**config.mk**
```make
export PLATFORM = sky130hd
export DESIGN_NAME = integer_to_ascii_formatter_core
export DESIGN_NICKNAME = d
export VERILOG_FILES = /design/src/rtl/itoaf_pkg.sv /design/src/rtl/itoaf_digit_unit.sv /design/src/rtl/integer_to_ascii_formatter_core.sv
export SDC_FILE = /design/constraint.sdc
export NUM_CORES = 1
export LEC_CHECK = 0
export BUFFER_PORTS_ARGS = -buffer_cell sky130_fd_sc_hd__buf_2
export CORE_UTILIZATION = 50
export CTS_CLUSTER_DIAMETER = 40
export DETAILED_ROUTE_END_ITERATION = 6
export PLACE_DENSITY = 0.71
export SLEW_MARGIN = 10
export SYNTH_ARGS = -nofsm -noshare
export SYNTH_HDL_FRONTEND = slang
export SYNTH_SLANG_ARGS = --single-unit
```
**constraint.sdc**
```tcl
create_clock -name clk -period 9.9 [get_ports clk]
set_input_delay 2.475 -clock clk [delete_from_list [all_inputs] [get_ports clk]]
set_output_delay 2.475 -clock clk [all_outputs]
set_load 0.01 [all_outputs]
```
**src/rtl/itoaf_pkg.sv**
```systemverilog
// Shared definitions for the integer to ASCII formatter.
// Holds the conversion codes, radix selects, character constants and digit lookup.
// No dependencies.
package itoaf_pkg;

    // conversion kinds carried in the input tuser
    localparam logic [2:0] KIND_SDEC  = 3'd0;
    localparam logic [2:0] KIND_UDEC  = 3'd1;
    localparam logic [2:0] KIND_OCT   = 3'd2;
    localparam logic [2:0] KIND_HEXLO = 3'd3;
    localparam logic [2:0] KIND_HEXUP = 3'd4;

    // size modifier codes
    localparam logic [1:0] SMOD_FULL = 2'd0;
    localparam logic [1:0] SMOD_HALF = 2'd1;
    localparam logic [1:0] SMOD_BYTE = 2'd2;

    // default limit on the field width
    localparam int MAX_WIDTH_DEF = 64;

    // fixed item widths
    localparam int VALUE_W = 32;
    localparam int FWIDTH_W = 7;
    localparam int DIGIT_W = 4;
    localparam int NDIG_W = 4;
    localparam int MAX_DIGITS = 11;

    // reciprocal of ten, exact for 32-bit operands after a shift of 35
    localparam logic [31:0] RECIP10 = 32'hCCCC_CCCD;
    localparam int RECIP10_SHIFT = 35;

    // ascii characters used besides digits
    localparam logic [7:0] CHAR_SPACE = 8'h20;
    localparam logic [7:0] CHAR_MINUS = 8'h2D;
    localparam logic [7:0] CHAR_ZERO  = 8'h30;

    // radix select for the digit unit
    typedef enum logic [1:0] {
        RADIX_DEC,
        RADIX_OCT,
        RADIX_HEX
    } radix_t;

    localparam logic [7:0] HEX_UPPER [16] = '{
        8'h30, 8'h31, 8'h32, 8'h33, 8'h34, 8'h35, 8'h36, 8'h37,
        8'h38, 8'h39, 8'h41, 8'h42, 8'h43, 8'h44, 8'h45, 8'h46
    };
    localparam logic [7:0] HEX_LOWER [16] = '{
        8'h30, 8'h31, 8'h32, 8'h33, 8'h34, 8'h35, 8'h36, 8'h37,
        8'h38, 8'h39, 8'h61, 8'h62, 8'h63, 8'h64, 8'h65, 8'h66
    };

    // character for one digit value
    function automatic logic [7:0] digit_char(input logic [DIGIT_W-1:0] d, input logic upper);
        digit_char = upper ? HEX_UPPER[d] : HEX_LOWER[d];
    endfunction

endpackage

```
**src/rtl/itoaf_digit_unit.sv**
```systemverilog
// Shared digit unit: one quotient and remainder step by 10, 8 or 16 per load.
// Decimal steps use a reciprocal multiply; the remainder follows from the low bits.
// Depends on itoaf_pkg.
module itoaf_digit_unit (
    input  logic                                 clk,
    input  logic                                 load,
    input  logic [itoaf_pkg::VALUE_W-1:0]        operand,
    input  itoaf_pkg::radix_t                    radix,
    output logic [itoaf_pkg::VALUE_W-1:0]        quotient,
    output logic [itoaf_pkg::DIGIT_W-1:0]        remainder
);

    logic [itoaf_pkg::VALUE_W-1:0]   dividend_reg;
    logic [itoaf_pkg::VALUE_W-1:0]   quot_reg;
    itoaf_pkg::radix_t               radix_reg;
    logic [2*itoaf_pkg::VALUE_W-1:0] product;
    logic [itoaf_pkg::VALUE_W-1:0]   quot_next;
    logic [itoaf_pkg::DIGIT_W-1:0]   qb_low;

    // reciprocal multiply for base ten
    assign product = {{itoaf_pkg::VALUE_W{1'b0}}, operand}
                   * {{itoaf_pkg::VALUE_W{1'b0}}, itoaf_pkg::RECIP10};

    always_comb
    begin
        unique case (radix)
            itoaf_pkg::RADIX_DEC:
                quot_next = {3'b000,
                             product[itoaf_pkg::RECIP10_SHIFT +: itoaf_pkg::VALUE_W - 3]};
            itoaf_pkg::RADIX_OCT: quot_next = operand >> 3;
            itoaf_pkg::RADIX_HEX: quot_next = operand >> 4;
            default:              quot_next = operand >> 4;
        endcase
    end

    // operand and quotient registers
    always_ff @(posedge clk)
    begin
        if (load)
        begin
            dividend_reg <= operand;
            quot_reg     <= quot_next;
            radix_reg    <= radix;
        end
    end

    // low bits of quotient times base, enough for a remainder below 16
    always_comb
    begin
        unique case (radix_reg)
            itoaf_pkg::RADIX_DEC: qb_low = {quot_reg[0], 3'b000} + {quot_reg[2:0], 1'b0};
            itoaf_pkg::RADIX_OCT: qb_low = {quot_reg[0], 3'b000};
            itoaf_pkg::RADIX_HEX: qb_low = '0;
            default:              qb_low = '0;
        endcase
    end

    assign quotient  = quot_reg;
    assign remainder = dividend_reg[itoaf_pkg::DIGIT_W-1:0] - qb_low;

endmodule

```
**src/rtl/integer_to_ascii_formatter_core.sv**
```systemverilog
// Top level of the integer to ASCII formatter: input decode, digit sequencer, output stage.
// Instantiates itoaf_digit_unit; uses itoaf_pkg.
//
// channel  | dir | signals                         | payload
// s_axis   | in  | tvalid tready tdata tuser       | one conversion request
// m_axis   | out | tvalid tready tdata tlast       | one character, tlast on the final one
//
// The digit unit yields one digit per cycle.
// The output register sends one character a cycle while the sink is ready.
// tready is high only while idle; a request with an unused kind is taken and dropped.
// Sink stalls hold the character register and pause the emit sequence.
// Reset clears the sequencer and the output valid; no clearing pass is needed.
module integer_to_ascii_formatter_core #(
    parameter int MAX_WIDTH = itoaf_pkg::MAX_WIDTH_DEF
) (
    input  logic        clk,
    input  logic        rst_n,
    input  logic        s_axis_tvalid,
    output logic        s_axis_tready,
    // value[31:0], size_mod[33:32], zero_pad[34], min_width[41:35], zeros above
    input  logic [47:0] s_axis_tdata,
    // conv_kind[2:0]
    input  logic [2:0]  s_axis_tuser,
    output logic        m_axis_tvalid,
    input  logic        m_axis_tready,
    // out_char[7:0]
    output logic [7:0]  m_axis_tdata,
    output logic        m_axis_tlast
);

    localparam int PAD_W = $clog2(MAX_WIDTH + 1);

    typedef enum logic [2:0] {
        ST_IDLE,
        ST_LOAD,
        ST_DIG,
        ST_PREP,
        ST_EMIT
    } state_t;

    state_t                               state_reg, state_next;
    logic [itoaf_pkg::VALUE_W-1:0]        mag_reg, mag_next;
    logic                                 neg_reg, neg_next;
    logic                                 upper_reg, upper_next;
    logic                                 zpad_reg, zpad_next;
    itoaf_pkg::radix_t                    radix_reg, radix_next;
    logic [PAD_W-1:0]                     width_reg, width_next;
    logic [PAD_W-1:0]                     pad_reg, pad_next;
    logic [itoaf_pkg::NDIG_W-1:0]         nd_reg, nd_next;
    logic [itoaf_pkg::NDIG_W-1:0]         idx_reg, idx_next;
    logic                                 out_valid_reg, out_valid_next;
    logic [7:0]                           out_char_reg, out_char_next;
    logic                                 out_last_reg, out_last_next;

    logic [itoaf_pkg::DIGIT_W-1:0]        dig_buf [itoaf_pkg::MAX_DIGITS];

    logic [itoaf_pkg::VALUE_W-1:0]        in_value;
    logic [1:0]                           in_smod;
    logic                                 in_zpad;
    logic [itoaf_pkg::FWIDTH_W-1:0]       in_fwidth;
    logic [2:0]                           in_kind;
    logic [itoaf_pkg::VALUE_W-1:0]        cut_value;
    logic                                 sext;

    logic                                 unit_load;
    logic [itoaf_pkg::VALUE_W-1:0]        unit_operand;
    logic [itoaf_pkg::VALUE_W-1:0]        unit_quot;
    logic [itoaf_pkg::DIGIT_W-1:0]        unit_rem;

    logic [PAD_W-1:0]                     text_len;
    logic                                 advance;

    assign in_value  = s_axis_tdata[31:0];
    assign in_smod   = s_axis_tdata[33:32];
    assign in_zpad   = s_axis_tdata[34];
    assign in_fwidth = s_axis_tdata[41:35];
    assign in_kind   = s_axis_tuser;

    // truncate and optionally sign-extend the argument
    assign sext = (in_kind == itoaf_pkg::KIND_SDEC);
    always_comb
    begin
        unique case (in_smod)
            itoaf_pkg::SMOD_HALF: cut_value = {{16{sext & in_value[15]}}, in_value[15:0]};
            itoaf_pkg::SMOD_BYTE: cut_value = {{24{sext & in_value[7]}}, in_value[7:0]};
            default:              cut_value = in_value;
        endcase
    end

    // shared digit unit
    assign unit_load    = (state_reg == ST_LOAD) || ((state_reg == ST_DIG) && (unit_quot != '0));
    assign unit_operand = (state_reg == ST_LOAD) ? mag_reg : unit_quot;

    itoaf_digit_unit u_digit (
        .clk       (clk),
        .load      (unit_load),
        .operand   (unit_operand),
        .radix     (radix_reg),
        .quotient  (unit_quot),
        .remainder (unit_rem)
    );

    assign text_len = PAD_W'(nd_reg) + PAD_W'(neg_reg);
    assign advance  = !out_valid_reg || m_axis_tready;

    // sequencer and output stage next values
    always_comb
    begin
        state_next     = state_reg;
        mag_next       = mag_reg;
        neg_next       = neg_reg;
        upper_next     = upper_reg;
        zpad_next      = zpad_reg;
        radix_next     = radix_reg;
        width_next     = width_reg;
        pad_next       = pad_reg;
        nd_next        = nd_reg;
        idx_next       = idx_reg;
        out_valid_next = out_valid_reg;
        out_char_next  = out_char_reg;
        out_last_next  = out_last_reg;

        if (out_valid_reg && m_axis_tready)
        begin
            out_valid_next = 1'b0;
        end

        unique case (state_reg)
            ST_IDLE:
            begin
                if (s_axis_tvalid && (in_kind <= itoaf_pkg::KIND_HEXUP))
                begin
                    state_next = ST_LOAD;
                    zpad_next  = in_zpad;
                    upper_next = (in_kind == itoaf_pkg::KIND_HEXUP);
                    neg_next   = sext & cut_value[31];
                    mag_next   = (sext & cut_value[31]) ? (~cut_value + 32'd1) : cut_value;
                    width_next = (in_fwidth > itoaf_pkg::FWIDTH_W'(MAX_WIDTH))
                               ? PAD_W'(MAX_WIDTH) : PAD_W'(in_fwidth);
                    priority if (in_kind == itoaf_pkg::KIND_OCT)
                        radix_next = itoaf_pkg::RADIX_OCT;
                    else if (in_kind >= itoaf_pkg::KIND_HEXLO)
                        radix_next = itoaf_pkg::RADIX_HEX;
                    else
                        radix_next = itoaf_pkg::RADIX_DEC;
                end
            end
            ST_LOAD:
            begin
                nd_next    = '0;
                state_next = ST_DIG;
            end
            ST_DIG:
            begin
                nd_next = nd_reg + 1'b1;
                if (unit_quot == '0)
                begin
                    state_next = ST_PREP;
                end
            end
            ST_PREP:
            begin
                pad_next   = (width_reg > text_len) ? (width_reg - text_len) : '0;
                idx_next   = nd_reg - 1'b1;
                state_next = ST_EMIT;
            end
            ST_EMIT:
            begin
                if (advance)
                begin
                    out_valid_next = 1'b1;
                    out_last_next  = 1'b0;
                    priority if (zpad_reg && neg_reg)
                    begin
                        out_char_next = itoaf_pkg::CHAR_MINUS;
                        neg_next      = 1'b0;
                    end
                    else if (pad_reg != '0)
                    begin
                        out_char_next = zpad_reg ? itoaf_pkg::CHAR_ZERO : itoaf_pkg::CHAR_SPACE;
                        pad_next      = pad_reg - 1'b1;
                    end
                    else if (neg_reg)
                    begin
                        out_char_next = itoaf_pkg::CHAR_MINUS;
                        neg_next      = 1'b0;
                    end
                    else
                    begin
                        out_char_next = itoaf_pkg::digit_char(dig_buf[idx_reg], upper_reg);
                        if (idx_reg == '0)
                        begin
                            out_last_next = 1'b1;
                            state_next    = ST_IDLE;
                        end
                        else
                        begin
                            idx_next = idx_reg - 1'b1;
                        end
                    end
                end
            end
            default:
            begin
                state_next = ST_IDLE;
            end
        endcase
    end

    // state and registered outputs
    always_ff @(posedge clk or negedge rst_n)
    begin
        if (!rst_n)
        begin
            state_reg     <= ST_IDLE;
            out_valid_reg <= 1'b0;
            out_char_reg  <= '0;
            out_last_reg  <= 1'b0;
        end
        else
        begin
            state_reg     <= state_next;
            out_valid_reg <= out_valid_next;
            out_char_reg  <= out_char_next;
            out_last_reg  <= out_last_next;
        end
    end

    // payload registers
    always_ff @(posedge clk)
    begin
        mag_reg      <= mag_next;
        neg_reg      <= neg_next;
        upper_reg    <= upper_next;
        zpad_reg     <= zpad_next;
        radix_reg    <= radix_next;
        width_reg    <= width_next;
        pad_reg      <= pad_next;
        nd_reg       <= nd_next;
        idx_reg      <= idx_next;
    end

    // digit buffer, least significant digit first
    always_ff @(posedge clk)
    begin
        if (state_reg == ST_DIG)
        begin
            dig_buf[nd_reg] <= unit_rem;
        end
    end

    assign s_axis_tready = (state_reg == ST_IDLE);
    assign m_axis_tvalid = out_valid_reg;
    assign m_axis_tdata  = out_char_reg;
    assign m_axis_tlast  = out_last_reg;

endmodule

```
==> results of run 1 <==
## cell families (layout without fill, tap and decap cells)
| group | count (synthesis) | count (layout) | synth area share [%] |
|---|---|---|---|
| adder cells (fa/ha/maj) | 746 | 746 | 48.6 |
| AO/OA/AOI/OAI | 347 | 347 | 9.07 |
| flip-flops | 154 | 154 | 18.0 |
| AND/OR/NAND/NOR | 354 | 354 | 7.17 |
| multiplexers | 63 | 63 | 3.24 |
| buffers and inverters | 660 | 771 | 9.87 |
| other | 1 | 3 | 0.0149 |
| XOR/XNOR | 118 | 118 | 4.10 |
## how the worst max path moves through the flow
stage                                                end  cells past startpoint
after global routing      u_digit.quotient[28]$_DFFE_PP_                     28
after CTS                 u_digit.quotient[26]$_DFFE_PP_                     29
final                     u_digit.quotient[26]$_DFFE_PP_                     29
after detailed placement  u_digit.quotient[26]$_DFFE_PP_                     29
after floorplan           u_digit.quotient[28]$_DFFE_PP_                     32
after global placement    u_digit.quotient[26]$_DFFE_PP_                     29
## cell type report
cell class / count / area (um^2) / share of cell area, %
Multi-Input combinational cell: 1629 / 18200 / 66.7
Sequential cell: 154 / 4520 / 16.6
Inverter: 618 / 2320 / 8.51
Tap cell: 664 / 831 / 3.05
Timing Repair Buffer: 121 / 776 / 2.84
Clock buffer: 17 / 425 / 1.56
Clock inverter: 15 / 194 / 0.711
Antenna cell: 2 / 5.00 / 0.0184
## layer usage
layer	vias to the layer above	GRT usage [%]	part of all wire (%)
met3	116	4.92	6.7
li1	8147	-	-
met1	8889	38.7	42
met4	2	9.02	3.3
met5	-	0	0.016
met2	680	47.6	48
## critical path, delay by kind of cell (launching register included)
kind / cells / cell delay [ps]
adder cells (fa/ha/maj): 9 / 3970
AO/OA/AOI/OAI: 7 / 1840
buffers and inverters: 6 / 1110
AND/OR/NAND/NOR: 4 / 660
multiplexers: 1 / 590
flip-flops: 1 / 470
XOR/XNOR: 2 / 320
## synthesized netlist by cell type (3+ instances only)
| cell | number |
|---|---|
| nand3_1 | 23 |
| and3_1 | 13 |
| o21a_1 | 8 |
| xor2_1 | 54 |
| mux2_2 | 28 |
| buf_1 | 4 |
| o21bai_1 | 7 |
| mux2i_1 | 23 |
| o211ai_1 | 8 |
| nand4_1 | 18 |
| ha_1 | 359 |
| nor3_1 | 15 |
| or3_1 | 6 |
| dfrtp_1 | 12 |
| or2_2 | 4 |
| a211oi_1 | 14 |
| o31ai_1 | 8 |
| a21o_1 | 61 |
| dfxtp_1 | 4 |
| and2_1 | 20 |
| a2111oi_0 | 3 |
| nor2_1 | 86 |
| nand2b_1 | 14 |
| xnor2_1 | 64 |
| o21ai_0 | 59 |
| edfxtp_1 | 138 |
| o22ai_1 | 9 |
| nor3b_1 | 9 |
| o221ai_1 | 4 |
| clkbuf_1 | 34 |
| mux4_2 | 12 |
| a32o_1 | 3 |
| nand3b_1 | 5 |
| inv_1 | 618 |
| nor2b_1 | 20 |
| fa_1 | 387 |
| a21oi_1 | 111 |
| nand2_1 | 90 |
| nor4_1 | 14 |
| a31oi_1 | 9 |
## metrics by stage
| stage | instances | hold slack, ps | instance area (um^2) | worst slack, ps | utilization (%) |
|---|---|---|---|---|---|
| floorplan | 2443 | 403 | 25200 | 1340 | - |
| global placement | 3186 | 452 | 26600 | 983 | 54.0 |
| detailed placement | 3186 | 461 | 26600 | 880 | 54.0 |
| CTS | 3218 | 464 | 27300 | 834 | 55.2 |
| global route | 3218 | 475 | 27300 | 338 | 55.2 |
| finish | 3220 | 475 | 27300 | 720 | 55.3 |
## cell usage in the layout (no fill, tap or decap), drive strengths merged, types with 62 or more instances in the layout
| cell | n |
|---|---|
| inv | 626 |
| buf | 121 |
| edfxtp | 138 |
| xnor2 | 64 |
| nand2 | 90 |
| nor2 | 87 |
| a21oi | 113 |
| o21ai | 62 |
| fa | 387 |
| ha | 359 |
==> results.toml, run 1 <==
[finish]
n_fill_cell = 4308
drive_above_1_share_pct = 8.73
area_delta_synth_final_pct = 8.25
largest_reg_flops = 44
final_net_count = 3342

[routing]
drc = 0
vias = 17834
wire_per_inst_um = 21.6
drt_iter0_markers = 1461
first_pass_iters = 5
via_per_inst = 5.54
ant_nets = 0
wl_um = 69600

[clock_tree]
cts.clk_slew.worst_paths_ps = 70
numCtsBuffers = 17
clock_latency_ps = 430
cts.sinks = 154
cts_resized = 0
h-tree-depth = 4
post-cts-setup-buffers = 0
clk_path_buf_depth = 2
ctsHoldBuffers = 0
cts_tree = "done"
root_buffer = "clkbuf_16"

[placed_design]
numPortBuffers = 58
gp_routability_congestion = 0.994
hpwl_um = 60600

[setup_path]
slowest_stage = "mux2i_1"
cp.required_ps = 10130
r2r_start = "state_reg[1]$_DFFE_PN0P_"
reg2regPathDepth = 29
crit_path_start = "state_reg[1]$_DFFE_PN0P_"
start_kind = "flop"
regToRegSetupSlack_ps = 720
critPathArrivalTime_ps = 9410
r2r_end = "u_digit.quotient[26]$_DFFE_PP_"
crit_path_max_fanout = 42
critPathKind = "reg2reg"
critPathMostFrequentCell = "fa_1"
slowest_delay_ps = 590
end_kind = "flop"

[yosys]
synth-edff-count = 138
ys.flop_type = "edfxtp_1"
yosys.area.top_type_share_pct = 30.7
syn_nets = 3244
yosys_warnings = 0
synthTopCellsByArea = "fa_1 31%, ha_1 18%, edfxtp_1 16%"
synth_seq_area_share_pct = 18.0
syn_area_per_cell_um2 = 10.3
synth.distinct_cells = 90
async_reset_ff_share_pct = 7.79
netlist_instances = 2443
synth_top_area_cell = "fa_1"
ys_seq_elements = 154
synth_area_um2 = 25200

[floorplan]
core.rowCount = 81
core_area_um2 = 49400
die_h_um = 226
die-area_um2 = 51300
num_io_pins = 66
initial_core_util_pct = 51.0
die-width_um = 226

[grt]
antenna_found_initial = 3
grt_usage_pct = 28.8
first_global_vias = 18890
grt-ovfl-total = 0
grt_max_degree = 49
grt_pass1_wl_um = 109000

[sta]
rsz0062_at_grt = "no"
layout_min_cycle_time_ps = 9180
hold_viol = 0
maxSlewViolCount = 0
tightest_slew_ps = 1080
fmax_ghz = 0.109
fin_setup_tns_ps = 0
slew-limit-headroom_pct = 27.5
setup_viol = 0
final.period_utilization_pct = 92.7
fin_worst_skew_ps = 10.0

[min_path]
min-delay-start = "m_axis_tdata[6]$_DFFE_PN0P_"
min_path_cells = 2
hold_path.class = "reg2reg"
holdPathEnd = "m_axis_tdata[6]$_DFFE_PN0P_"

[flow_run]
drv_cap = 0

[outcome]
status = "completed"
Power of run 1 is left out: the tool's default activity adds up to more than one toggle a clock period on the data nets, which glitch-free logic cannot reach.
==> inputs of run 2 (changes only) <==
- PLACE_DENSITY: 0.71 -> 0.74
- clock period: 9.9 -> 7.4 ns (I/O delays scaled with it)
==> results.toml, run 2 (synthesis gave the netlist of run 1 again) <==
[outcome]
status = "finished, violations left"
violations = "setup timing"

[setup_path]
crit_path_max_fanout = 6
slowest_stage = "fa_2"
slowest_delay_ps = 590
critPathKind = "reg2reg"
cp.required_ps = 7570
start_kind = "flop"
end_kind = "flop"
critPathArrivalTime_ps = 8660
critPathMostFrequentCell = "fa_1"

[routing]
vias = 19474
drt_iter0_markers = 1403
drc = 0
first_pass_iters = 6
wl_um = 78200
wire_per_inst_um = 21.7
ant_nets = 0
via_per_inst = 5.40

[sta]
fin_worst_skew_ps = 9.59
slew-limit-headroom_pct = 31.7
setup_viol = 29
rsz0062_at_grt = "yes"
hold_viol = 0
fmax_ghz = 0.118
layout_min_cycle_time_ps = 8490
tightest_slew_ps = 1010
finalWorstSetupSlack_ps = -1090
maxSlewViolCount = 0
final.period_utilization_pct = 115

[flow_run]
drv_cap = 0

[clock_tree]
cts.sinks = 154
clock_latency_ps = 440
cts.clk_slew.worst_paths_ps = 70
clk_path_buf_depth = 2
root_buffer = "clkbuf_16"
ctsHoldBuffers = 0
h-tree-depth = 4
cts_tree = "done"
numCtsBuffers = 17

[finish]
final_net_count = 3730
design_area_um2 = 31600
drive_above_1_share_pct = 26.5
area_delta_synth_final_pct = 25.3
diodes = 0
n_fill_cell = 3887
final_cell_mix = "592 x inv_1, 424 x buf_4, 372 x fa_1"
largest_reg_flops = 44
final_common_cell = "inv_1"

[grt]
first_global_vias = 20925
antenna_found_initial = 0
grt_usage_pct = 32.2
grt_max_degree = 49
grt_pass1_wl_um = 121000
grt-ovfl-total = 0

[floorplan]
num_io_pins = 66
initial_core_util_pct = 51.0
die-area_um2 = 51300
die_h_um = 226
die-width_um = 226
core_area_um2 = 49400
core.rowCount = 81

[placed_design]
hpwl_um = 67100
numPortBuffers = 58
gp_routability_congestion = 1.03
post_dp_cell_area_um2 = 29800

[min_path]
hold_path.class = "reg2reg"
-- run 2: cell types whose count changed in the layout (fill, tap and decap cells not counted), moves of 14 or more --
cell / delta
inv_2: +21
buf_6: +19
inv_1: -26
a21oi_1: -14
o21ai_0: -16
ha_1: -50
fa_2: +15
ha_4: +42
mux2_2: -17
buf_4: +362
mux2_4: +17
fa_1: -15
-- run 2: metrics by stage --
| step | cells | worst slack [ps] | hold slack, ps | utilization, % | setup TNS (ps) |
|---|---|---|---|---|---|
| 4_1_cts | 3601 | -997 | 481 | 63.4 | -22370 |
| 5_1_grt | 3606 | -1220 | 510 | 64.0 | -28570 |
| 3_5_place_dp | 3540 | -1340 | 461 | 60.4 | -31400 |
| 6_report | 3606 | -1090 | 480 | 64.0 | -22690 |
| 2_1_floorplan | 2443 | -333 | 403 | - | -3580 |
| 3_3_place_gp | 3540 | -1250 | 453 | 60.4 | -29010 |
-- run 2: path summary, 6_finish.rpt --
| path | start | end | slack [ps] | cells after the start |
|---|---|---|---|---|
| worst max-delay path | state_reg[2]$_DFFE_PN0P_ | u_digit.quotient[28]$_DFFE_PP_ | -1090 | 29 |
| worst min-delay path | m_axis_tdata[1]$_DFFE_PN0P_ | m_axis_tdata[1]$_DFFE_PN0P_ | 480 | 2 |
| worst max register to register | state_reg[2]$_DFFE_PN0P_ | u_digit.quotient[28]$_DFFE_PP_ | -1090 | 29 |
| worst min register to register | m_axis_tdata[1]$_DFFE_PN0P_ | m_axis_tdata[1]$_DFFE_PN0P_ | 480 | 2 |
| max in group asynchronous | rst_n | m_axis_tdata[5]$_DFFE_PN0P_ | 5900 | 1 |
| min in group asynchronous | rst_n | m_axis_tdata[6]$_DFFE_PN0P_ | 1280 | 1 |
-- run 2: metal layers --
metal	vias up	wire length, um	GRT usage [%]
met5	-	0	0
met4	0	2990	11.4
met3	147	4790	4.69
met2	610	38200	54.4
met1	9816	32200	42.2
li1	8901	-	-
-- run 2: critical path: cells and delay by family (launching register included) --
kind            cells  cell delay, ps
buf+inv             7             660
mux                 1             370
compound gates      6            1170
fa+ha+maj           9            4210
simple gates        6            1400
flops               1             410
-- run 2: repair_timing --
item,in CTS,in global routing
gates resized for setup,141,60
pin swaps,89,62
buffers inserted,29,14
cloned,2,0
setup endpoints to repair,29,29
hold endpoints to repair,0,0
-- run 2: area by class of cell --
| class | instances | area (um^2) | area share [%] |
|---|---|---|---|
| clock buffer | 17 | 425 | 1.35 |
| clock inverter | 15 | 169 | 0.535 |
| inverter | 618 | 2330 | 7.39 |
| multi-input combinational | 1629 | 19500 | 61.6 |
| sequential | 154 | 4520 | 14.3 |
| tap | 664 | 831 | 2.63 |
| timing repair buffer | 509 | 3840 | 12.2 |
Power of run 2 is left out for the same reason.
==> inputs of run 3 (changes only) <==
- CORE_MARGIN: not set -> 3
==> results.toml, run 3 (synthesis gave the netlist of run 1 again) <==
[grt]
first_global_vias = 20728
grt-ovfl-total = 0
antenna_found_initial = 0
grt_max_degree = 49
grt_usage_pct = 30.1
grt_pass1_wl_um = 120000

[floorplan]
initial_core_util_pct = 51.0
core.rowCount = 81
die-area_um2 = 53100
die_h_um = 230
num_io_pins = 66
core_area_um2 = 49400
die-width_um = 230

[routing]
vias = 19501
wire_per_inst_um = 21.5
drt_iter0_markers = 1362
drc = 0
wl_um = 77500
ant_nets = 0
first_pass_iters = 6
via_per_inst = 5.41

[finish]
design_area_um2 = 31300
largest_reg_flops = 44
final-seq-area_um2 = 4520
diodes = 0
multi_input_area_um2 = 19300
drive_above_1_share_pct = 25.3
final_common_cell = "inv_1"
n_fill_cell = 3912
final_cell_mix = "596 x inv_1, 433 x buf_4, 375 x fa_1"
area_delta_synth_final_pct = 24.4
final_net_count = 3728

[sta]
maxSlewViolCount = 0
rsz0062_at_grt = "yes"
setup_viol = 29
fin_setup_tns_ps = -24200
final.period_utilization_pct = 114
finalWorstSetupSlack_ps = -1050
fin_worst_skew_ps = 13.2
layout_min_cycle_time_ps = 8450
hold_viol = 0
fmax_ghz = 0.118
tightest_slew_ps = 1140
slew-limit-headroom_pct = 23.8

[placed_design]
post_dp_cell_area_um2 = 29800
gp_routability_congestion = 1.02
numPortBuffers = 58
hpwl_um = 67300

[setup_path]
start_kind = "flop"
path_buf_inv = 9
critPathKind = "reg2reg"
slowest_stage = "fa_2"
crit_path_max_fanout = 7
critPathMostFrequentCell = "fa_1"
end_kind = "flop"
slowest_delay_ps = 620
cp.required_ps = 7650
path_delay_family = "adder cells"
critPathArrivalTime_ps = 8700

[clock_tree]
root_buffer = "clkbuf_16"
cts.sinks = 154
h-tree-depth = 4
clock_latency_ps = 440
cts_tree = "done"
cts.clk_slew.worst_paths_ps = 70
ctsHoldBuffers = 0
numCtsBuffers = 17
clk_path_buf_depth = 2

[flow_run]
drv_cap = 0

[outcome]
status = "finished, violations left"
violations = "setup timing"

[min_path]
hold_path.class = "reg2reg"
## run 3: changes by cell type in the layout (fill, tap and decap cells not counted), sizes merged
cell | before | now
clkinvlp | 2 | 0
buf | 509 | 507
inv | 628 | 626
clkinv | 3 | 7
## run 3: layer usage
| metal | routed length, um | global-route usage [%] | vias up |
|---|---|---|---|
| li1 | - | - | 8929 |
| met1 | 32200 | 40.0 | 9843 |
| met2 | 37900 | 51.5 | 589 |
| met3 | 4000 | 3.48 | 140 |
| met4 | 3320 | 10.0 | 0 |
| met5 | 0 | 0 | - |
## run 3: layout make-up
type	instances	share of cell area, %
inverters	618	7.44
repair buffers	507	12.1
clock buffers	17	1.36
multi-input cells	1629	61.5
well taps	664	2.65
clock inverters	15	0.543
flip-flops and latches	154	14.4
## run 3: worst min-delay path, delay by kind of cell (launching register included)
family	cells	cell delay, ps
flops	1	350
simple gates	2	100
## run 3: final timing paths
kind / to / depth (start not counted) / startpoint / slack [ps]
worst max-delay path: u_digit.quotient[18]$_DFFE_PP_ / 31 / state_reg[1]$_DFFE_PN0P_ / -1050
worst min-delay path: m_axis_tdata[1]$_DFFE_PN0P_ / 2 / m_axis_tdata[1]$_DFFE_PN0P_ / 480
worst max register to register: u_digit.quotient[18]$_DFFE_PP_ / 31 / state_reg[1]$_DFFE_PN0P_ / -1050
worst min register to register: m_axis_tdata[1]$_DFFE_PN0P_ / 2 / m_axis_tdata[1]$_DFFE_PN0P_ / 480
max in group asynchronous: m_axis_tvalid$_DFF_PN0_ / 1 / rst_n / 5900
min in group asynchronous: state_reg[2]$_DFFE_PN0P_ / 1 / rst_n / 1280
## run 3: metrics by stage
step	setup slack, ps	std cells	hold WS [ps]	util (%)
3_3_place_gp	-1200	3543	452	60.5
6_report	-1050	3604	479	63.5
2_1_floorplan	-333	2443	403	-
4_1_cts	-940	3597	485	63.0
5_1_grt	-1320	3604	503	63.5
3_5_place_dp	-1290	3543	461	60.5
## run 3: timing repair
item / in CTS / in global routing
resized for setup: 92 / 47
endpoints found under the setup margin: 29 / 29
setup buffers: 21 / 10
pin swaps: 75 / 35
gates cloned: 1 / 0
Power of run 3 is left out for the same reason.
